--- src/rtl/core/imsf_pkg.sv ---
// Shared types and constants for the random-field Ising spin-flip block.
package imsf_pkg;

    localparam int SIDE_DEF = 64;
    localparam int RC_W     = 6;
    localparam int RND_W    = 16;
    localparam int FIELD_W  = 12;
    localparam int DE_W     = 15;
    localparam int CNT_W    = 32;
    localparam int THR_W    = 16;
    localparam int NTHR     = 18;
    localparam int THR_IW   = $clog2(NTHR);
    localparam int IN_W     = 32;
    localparam int OUT_W    = 88;
    localparam int APB_AW   = 6;
    localparam int APB_DW   = 64;

    localparam logic [1:0] OP_LOAD    = 2'd0;
    localparam logic [1:0] OP_ATTEMPT = 2'd1;
    localparam logic [1:0] OP_READ    = 2'd2;

    localparam logic [2:0] REG_FIELD      = 3'd0;
    localparam logic [2:0] REG_THR_0_3    = 3'd1;
    localparam logic [2:0] REG_THR_4_7    = 3'd2;
    localparam logic [2:0] REG_THR_8_11   = 3'd3;
    localparam logic [2:0] REG_THR_12_15  = 3'd4;
    localparam logic [2:0] REG_THR_16_17  = 3'd5;

    localparam logic [FIELD_W-1:0] FIELD_RESET = 12'd256;

    // Lattice fetch slots: the site, then its four neighbors
    localparam logic [2:0] NB_SITE = 3'd0;
    localparam logic [2:0] NB_UP   = 3'd1;
    localparam logic [2:0] NB_DN   = 3'd2;
    localparam logic [2:0] NB_LF   = 3'd3;
    localparam logic [2:0] NB_RT   = 3'd4;
    localparam logic [2:0] NB_DONE = 3'd5;

    typedef logic [NTHR-1:0][THR_W-1:0] thr_tab_t;

    typedef struct packed {
        logic       accept;
        logic [2:0] rd_idx;
        logic       cap_en;
        logic [2:0] cap_idx;
        logic       eval;
        logic       commit;
    } imsf_cmd_t;

    typedef struct packed {
        logic out_free;
    } imsf_sts_t;

endpackage

--- src/rtl/core/imsf_ctrl.sv ---
// Sequencer: accept, fetch site and neighbors, evaluate, commit.
module imsf_ctrl (
    input  logic                clk,
    input  logic                rst_n,
    input  logic                in_valid,
    output logic                in_ready,
    input  imsf_pkg::imsf_sts_t sts,
    output imsf_pkg::imsf_cmd_t cmd
);

    typedef enum logic [3:0] {
        ST_IDLE   = 4'b0001,
        ST_FETCH  = 4'b0010,
        ST_EVAL   = 4'b0100,
        ST_COMMIT = 4'b1000
    } state_t;

    state_t     state_reg, state_next;
    logic [2:0] cnt_reg, cnt_next;

    assign in_ready = (state_reg == ST_IDLE);

    always_comb
    begin
        state_next  = state_reg;
        cnt_next    = cnt_reg;
        cmd         = '0;
        case (state_reg)
            ST_IDLE:
            begin
                cnt_next = imsf_pkg::NB_SITE;
                if (in_valid)
                begin
                    cmd.accept = 1'b1;
                    state_next = ST_FETCH;
                end
            end
            ST_FETCH:
            begin
                cmd.rd_idx  = cnt_reg;
                cmd.cap_en  = (cnt_reg != imsf_pkg::NB_SITE);
                cmd.cap_idx = cnt_reg - 3'd1;
                if (cnt_reg == imsf_pkg::NB_DONE)
                begin
                    state_next = ST_EVAL;
                end
                else
                begin
                    cnt_next = cnt_reg + 3'd1;
                end
            end
            ST_EVAL:
            begin
                cmd.eval   = 1'b1;
                state_next = ST_COMMIT;
            end
            ST_COMMIT:
            begin
                if (sts.out_free)
                begin
                    cmd.commit = 1'b1;
                    state_next = ST_IDLE;
                end
            end
            default:
            begin
                state_next = ST_IDLE;
            end
        endcase
    end

    always_ff @(posedge clk or negedge rst_n)
    begin
        if (!rst_n)
        begin
            state_reg <= ST_IDLE;
            cnt_reg   <= '0;
        end
        else
        begin
            state_reg <= state_next;
            cnt_reg   <= cnt_next;
        end
    end

endmodule

--- config.mk ---
export PLATFORM = sky130hd
export DESIGN_NAME = imsf_ctrl
export DESIGN_NICKNAME = d
export VERILOG_FILES = /design/src/rtl/core/imsf_pkg.sv /design/src/rtl/core/imsf_ctrl.sv
export SDC_FILE = /design/constraint.sdc
export NUM_CORES = 1
export LEC_CHECK = 0
export ABC_CLOCK_PERIOD_IN_PS = 1600
export BUFFER_PORTS_ARGS = -buffer_cell sky130_fd_sc_hd__buf_2
export CORE_MARGIN = 5
export CORE_UTILIZATION = 23
export DETAILED_ROUTE_END_ITERATION = 16
export GPL_TIMING_DRIVEN = 0
export PLACE_DENSITY_LB_ADDON = 0.08
export SLEW_MARGIN = 5
export SYNTH_ARGS = -nofsm -noshare
export SYNTH_HDL_FRONTEND = slang
export SYNTH_SLANG_ARGS = --single-unit
--- constraint.sdc ---
create_clock -name clk -period 1.6 [get_ports clk]
set_clock_uncertainty 0.05 [all_clocks]
set_input_delay 0.32 -clock clk [delete_from_list [all_inputs] [get_ports clk]]
set_output_delay 0.32 -clock clk [all_outputs]
set_load 0.02 [all_outputs]
* Word level (Yosys, flattened, before mapping)
Index checks and enable logic that the tools add are counted.
** Storage, ports and cells
- Register bits after elaboration :: 7
- Input bits :: 4
** Cells by class
- Muxes and demuxes :: 12
- Add/subtract/negate cells :: 2
- Reductions and logical operators :: 4
- Equality and inequality tests :: 9
** Operators with widths (count)
- one-hot mux 4 bit (4 select lines) :: 1
- two-way mux 4 bit :: 3
- inequality test 2 bit (second input constant) :: 4
- two-way mux 7 bit :: 1
- one-hot mux 3 bit (2 select lines) :: 1
- two-way mux 1 bit :: 5
- equality test 4 x 1 -> 1 bit (second input constant) :: 1
- equality test 4 x 2 -> 1 bit (second input constant) :: 1
- equality test 4 x 3 -> 1 bit (second input constant) :: 1
- equality test 4 bit (second input constant) :: 1
- adder 3 x 1 -> 3 bit (second input constant) :: 1
- equality test 3 bit (second input constant) :: 1
- two-way mux 3 bit :: 1
- AND reduction 3 bit :: 1
- nonzero test 3 bit :: 1
- subtractor 3 x 1 -> 3 bit (second input constant) :: 1
- AND reduction 2 bit :: 1
- nonzero test 2 bit :: 1

* Logic depth before layout (Yosys ltp)
Gate-level depths: netlist (run 1).
- Depth after elaboration :: 3
- Mapped depth :: 5

* Least setup slack after synthesis (run 1)
Ideal clock, no wire load.
- Kind :: reg2out
- Start :: register state_reg[2]
- End :: output cmd[5] (netlist name)
- Cell stages (with the launch flop) :: 4
- Path slack :: -0.192 ns
- Data arrival time :: 1.422 ns
- Required time :: 1.230 ns
- Cells stage by stage :: dfrtp_1 > or4b_1 > buf_2 > a21oi_1
** RTL lines
- start: declaration :: RTL line imsf_ctrl.sv:18 : state_t state_reg, state_next;
- start signal: assignment :: RTL line imsf_ctrl.sv:81 : state_reg <= state_next;
- end: declaration :: RTL line imsf_ctrl.sv:8 : output imsf_pkg::imsf_cmd_t cmd

==> impl_results.md, run 1 <==
- Status: finished with violations
- Failing checks: negative setup slack
- Crit. End Element: primary output
- Unique masters post-synth: 26
- WS Path Type: register to primary output
- Worst setup SP type: register
- Root Driver: clkbuf_4
- Fmax: 500 MHz
- Clock Power Share: 0.131
- Crit path max-delay family: simple AND/OR/NAND/NOR gates
- I/O pins: 15
- Drt first pass iters: 1
- Final WL: 1170 microns
- Metal-1 WL: 484 microns
- Mapped Cells: 50
- Vias in the first global route: 493
- Number of failing setup endpoints in the final timing report: 12
- CTS buffer count: 3
- Sequential share of power: 0.237
- DIE HEIGHT: 55.0 microns
- Synth Net Count: 58
- Largest net degree at the start of global routing: 9
- Cell-internal power: 0.000737 W
- Sequential share of the synthesized area: 0.379
- P_leak: 0.380 nW
- Syn. warnings: 0
- PD cells: 1480 nW/um^2
- All-Layer GR Usage: 0.0949
- Switching Share: 0.412
- Total number of vias: 451
- Max Cap Viol: 0
- Final Critical Period: 2.00 ns
- Crit path DAT: 1.63 ns
- # rows: 16
- Worst Tran Pin Value: 0.366 ns
- Worst-Skew Late Latency: 0.26 ns
- Slew HR: 0.753
- Pre-CTS setup slack: -0.249 ns
- Final slew viol count: 0
- Post-synthesis register bit count: 7
- Switching Power: 0.000517 W
- Register area: 178 sq um
- Core area: 1940 sq um
- Share of cells above drive strength 1: 0.564
- Max Used Layer: met3
- Fin cells: 105
- Clock Pin Slew Worst Setup and Hold Paths: 0.06 ns
- Hold Vio Cnt, Final: 0
- Worst min path class: primary input to register
- Area post-placement: 614 sq um
- Dpl hpwl: 760 microns
- CTS tree: built
- Initial drt markers: 0
- Average size of a mapped cell: 9.31 sq um
- Crit-path slowest cell: dfstp_2
- Input/output buffers: 14
- Combinational Power Share: 0.632
- First-pass GRT wire length: 2050 microns
- Die X-Extent: 55.0 microns
- Die footprint: 3020 sq um
- Setup TNS: -3.43 ns
- Final ANT Viol Nets: 0
- Grt ovf: 0
- Final #Nets: 87
- ANT cells: 0
- Design Area, Final: 847 sq um
- Residual DRC count: 0
- P&R area growth vs syn: 82.0%
- RSZ-0062 raised after global routing: yes
- Routed vias/inst: 4.30
- Worst EP required: 1.23 ns
- Peak supply drop: 917 uV
- Crit path cell chain: or4b_4, clkinv_4, and2_4, buf_6
- Worst Path Max Fanout: 5
- Total clock sinks: 7
- Final WS setup: -0.400 ns
- Clock Path Buffers: 2
- Area of the multi-input gates: 338 sq um
- Gp weighted congestion: 0.649
- WL/cell: 11.1 microns
- WL met2: 607 microns
- Initial antenna violation count: 0
- Fillers: 205
- CTS H-tree depth: 1
- CP Buf/Inv Count: 2
- Met3 wire length: 77 microns
- Starting Density: 0.240
- Period utilisation layout: 1.25
- DP Cell Count: 91
- Cell Area, Synth: 465 sq um
- Crit path largest cell delay: 0.57 ns
- Max reg flops: 4
[kinds of logic after synthesis]
family	after synthesis	share of synthesized area
AO/OA/AOI/OAI	6	0.0753
XOR/XNOR	2	0.0376
adder cells (fa/ha/maj)	4	0.108
buffers and inverters	7	0.0699
flip-flops	7	0.379
multiplexers	2	0.0538
AND/OR/NAND/NOR	22	0.277
[repair_timing]
item | CTS | global route
hold buffers | 1 | 0
pin swaps | 3 | 4
gates resized for setup | 30 | 5
endpoints found under the setup margin | 11 | 14
hold endpoints to repair | 6 | 0
buffers inserted | 8 | 2
[cells in the mapped netlist]
library cell / count / area, sq um
dfstp_2: 1 / 26.3
inv_1: 4 / 15.0
buf_2: 1 / 5.00
and3_1: 1 / 6.26
nor4_1: 1 / 6.26
nor3_1: 1 / 5.00
a21oi_1: 2 / 10.0
mux2i_1: 1 / 10.0
or4b_4: 1 / 13.8
o21ai_1: 1 / 5.00
clkinv_2: 1 / 5.00
nor2_1: 8 / 30.0
ha_1: 4 / 50.1
a21o_1: 1 / 7.51
and2_2: 1 / 7.51
nand3b_1: 2 / 15.0
mux2_4: 1 / 15.0
buf_4: 1 / 7.51
or4b_1: 1 / 10.0
nand2b_1: 1 / 6.26
nand2_1: 3 / 11.3
nor4b_1: 2 / 17.5
o21ai_0: 1 / 5.00
xnor2_1: 2 / 17.5
dfrtp_1: 6 / 150
o211ai_1: 1 / 7.51
[per-stage QoR]
| stage | hold slack (ns) | utilization | total power (W) |
|---|---|---|---|
| 2_1_floorplan | -0.0256 | - | 0.000703 |
| 3_3_place_gp | 0.118 | 0.316 | 0.000828 |
| 3_5_place_dp | 0.116 | 0.316 | 0.000820 |
| 4_1_cts | 0.317 | 0.422 | 0.00121 |
| 5_1_grt | 0.331 | 0.436 | 0.00134 |
| 6_report | 0.311 | 0.436 | 0.00125 |
[layout make-up]
class,instances,area share
Sequential cell,7,0.210
Tap cell,27,0.0399
Inverter,5,0.0281
Multi-Input combinational cell,36,0.399
Timing Repair Buffer,25,0.269
Clock buffer,4,0.0310
Buffer,1,0.0236
[power groups by stage]
stage          Sequential, W  Combinational (W)  Clock, W
3_5_place_dp        0.000301           0.000519         0
3_3_place_gp        0.000304           0.000525         0
2_1_floorplan       0.000280           0.000423         0
6_report            0.000297           0.000793  0.000164
4_1_cts             0.000301           0.000746  0.000167
5_1_grt             0.000302           0.000857  0.000184
[worst paths after layout]
path | start | endpoint | slack [ns] | cells after the start
hold reg to reg | cnt_reg[0]$_DFFE_PN0P_ | cnt_reg[0]$_DFFE_PN0P_ | 0.59 | 1
max in group asynchronous | rst_n | state_reg[0]$_DFFE_PN1P_ | 0.89 | 2
setup / recovery | state_reg[0]$_DFFE_PN1P_ | cmd[9] | -0.40 | 4
min in group asynchronous | rst_n | state_reg[3]$_DFFE_PN0P_ | 0.38 | 2
setup reg to reg | state_reg[0]$_DFFE_PN1P_ | cnt_reg[1]$_DFFE_PN0P_ | -0.10 | 5
hold / removal | in_valid | state_reg[0]$_DFFE_PN1P_ | 0.31 | 4
[metal layers]
layer / vias up / global-route usage
li1: 223 / -
met1: 218 / 0.0990
met2: 10 / 0.171
met3: 0 / 0.0429
met4: 0 / 0.0243
met5: - / 0
[placed cells by master, fill, tap and decap left out, types with 2 or more instances in the layout]
cell type,count
buf_2,3
buf_4,9
buf_6,12
clkbuf_4,3
dfrtp_1,5
ha_1,4
inv_1,4
nand2_1,3
nand3b_1,2
nor2_1,2
nor2_4,6
or4b_4,2
xnor2_1,2
[worst min-delay path, delay by kind of cell]
kind,cells,cell delay (ns)
AO/OA/AOI/OAI,2,0.14
buffers and inverters,1,0.09
AND/OR/NAND/NOR,1,0.07
(Power assumes the default switching activity.)
==> inputs of run 2 (changes only) <==
--- a/config.mk
+++ b/config.mk
@@ -9,6 +9,7 @@
 export BUFFER_PORTS_ARGS = -buffer_cell sky130_fd_sc_hd__buf_2
 export CORE_MARGIN = 5
 export CORE_UTILIZATION = 23
+export CTS_BUF_LIST = sky130_fd_sc_hd__clkbuf_4
 export DETAILED_ROUTE_END_ITERATION = 16
 export GPL_TIMING_DRIVEN = 0
 export PLACE_DENSITY_LB_ADDON = 0.08
==> run 2 against run 1 <==
  * The flow still finishes with violations (negative setup slack)
  * Sequential power increased by 4%
  * Routed wire length up 0.94%
  * Setup slack lost 0.0075 ns
  * Critical path depth up 1
  * Non-clock buffer count unchanged
==> impl_results.md, run 2 (synthesis gave the netlist of run 1 again) <==
- Drt first pass iters: 4
- DIE HEIGHT: 55.0 microns
- Fmax: 498 MHz
- Gp weighted congestion: 0.649
- Commonest non-fill, non-tap cell in the layout: buf_6
- WL/cell: 11.2 microns
- Hold depth: 4
- Share of cells above drive strength 1: 0.577
- Final WL: 1180 microns
- All-Layer GR Usage: 0.0949
- Initial antenna violation count: 0
- # rows: 16
- Cell-internal power: 0.000736 W
- Worst r2r src: state_reg[3]$_DFFE_PN0P_
- Switching Power: 0.000511 W
- PD cells: 1480 nW/um^2
- Worst Tran Pin Value: 0.383 ns
- Met3 wire length: 75 microns
- Max Used Layer: met3
- Max reg flops: 4
- DP Cell Count: 91
- I/O pins: 15
- Crit. End Element: primary output
- Final slew viol count: 0
- Worst min path class: primary input to register
- Setup TNS: -3.68 ns
- First-pass GRT wire length: 2050 microns
- Status: finished with violations
- Root Driver: clkbuf_4
- Largest net degree at the start of global routing: 9
- Flop2flop setup slack: -0.19 ns
- Final WS setup: -0.407 ns
- Residual DRC count: 0
- Peak supply drop: 1060 uV
- Post-layout util: 0.434
- Die footprint: 3020 sq um
- Worst EP required: 1.23 ns
- FF-to-FF path depth: 7
- Metal-1 WL: 503 microns
- WL met2: 601 microns
- Most frequent cells in the layout: buf_6, buf_4, nor2_4
- Grt ovf: 0
- CTS H-tree depth: 1
- Worst-Skew Late Latency: 0.26 ns
- Worst Path Max Fanout: 3
- Starting Density: 0.240
- Setup crit end: cmd[9]
- Fin cells: 105
- Clock Pin Slew Worst Setup and Hold Paths: 0.06 ns
- Routed vias/inst: 4.34
- FF-to-FF End: cnt_reg[1]$_DFFE_PN0P_
- Final ANT Viol Nets: 0
- Crit path DAT: 1.64 ns
- Input/output buffers: 14
- Failing checks: negative setup slack
- Sequential share of power: 0.247
- Final Critical Period: 2.01 ns
- P&R area growth vs syn: 80.9%
- RSZ-0062 raised after global routing: yes
- CTS buffer count: 3
- WS Path Type: register to primary output
- Total number of vias: 456
- Max Cap Viol: 0
- Core area: 1940 sq um
- Vias in the first global route: 484
- Initial drt markers: 6
- Final #Nets: 87
- Die X-Extent: 55.0 microns
- Period utilisation layout: 1.25
- Worst setup SP type: register
- Clock Path Buffers: 2
- ANT cells: 0
- Combinational Power Share: 0.607
- Total clock sinks: 7
- Switching Share: 0.410
- Slew HR: 0.741
- Hold Vio Cnt, Final: 0
- Critical Path Source: state_reg[3]$_DFFE_PN0P_
- Number of failing setup endpoints in the final timing report: 13
- CTS tree: built
- Clock Power Share: 0.146
- P_leak: 0.383 nW
- Dpl hpwl: 760 microns
run 2: changes by cell type in the layout (fill, tap and decap cells not counted):
cell / previous run / this run
clkbuf_1: 1 / 0
clkbuf_4: 3 / 4
nor4b_2: 0 / 1
nor4b_4: 1 / 0
run 2: per-stage QoR:
| stage | hold slack [ns] | setup WS, ns | cell area [sq um] | power [W] |
|---|---|---|---|---|
| 5_1_grt | 0.332 | -0.462 | 842 | 0.00133 |
| 3_3_place_gp | 0.118 | -0.256 | 614 | 0.000828 |
| 3_5_place_dp | 0.116 | -0.249 | 614 | 0.000820 |
| 4_1_cts | 0.316 | -0.424 | 820 | 0.00124 |
| 2_1_floorplan | -0.0256 | -0.0806 | 510 | 0.000703 |
| 6_report | 0.310 | -0.407 | 842 | 0.00125 |
run 2: worst min-delay path by stage:
stage	from	end	slack, ns
finish	in_valid	state_reg[0]$_DFFE_PN1P_	0.31
floorplan	rst_n	cnt_reg[0]$_DFFE_PN0P_	-0.03
global placement	rst_n	state_reg[1]$_DFFE_PN0P_	0.12
CTS	in_valid	state_reg[0]$_DFFE_PN1P_	0.32
global route	in_valid	state_reg[0]$_DFFE_PN1P_	0.33
detailed placement	rst_n	cnt_reg[0]$_DFFE_PN0P_	0.12
run 2: power by group through the flow:
stage | clock network (W) | registers, W | logic, W
after floorplan | 0 | 0.000280 | 0.000423
after global placement | 0 | 0.000304 | 0.000525
after detailed placement | 0 | 0.000301 | 0.000519
after CTS | 0.000186 | 0.000297 | 0.000761
after global routing | 0.000201 | 0.000314 | 0.000816
final | 0.000183 | 0.000308 | 0.000756
run 2: metal layers:
layer | vias up | global-route usage
met5 | - | 0
met2 | 10 | 0.167
met1 | 220 | 0.102
met3 | 0 | 0.0429
met4 | 0 | 0.0243
li1 | 226 | -
run 2: what timing repair did:
action,in CTS,in global routing
buffers inserted,9,1
gates resized for setup,28,6
pin swaps,2,3
setup endpoints to repair,11,14
hold endpoints to repair,6,0
hold buffers,1,0
run 2: worst max-delay path: stages, from the launching register on:
cell	delay [ns]
dfrtp_1	0.41
buf_6	0.13
or4b_4	0.54
clkinv_4	0.06
and2_4	0.13
buf_6	0.11
run 2: final cells by class:
cell class / count / area (sq um)
multi-input combinational: 36 / 329
tap: 27 / 33.8
clock buffer: 4 / 30.0
inverter: 5 / 23.8
sequential: 7 / 178
fill: 205 / 1100
buffer: 1 / 20.0
timing repair buffer: 25 / 228
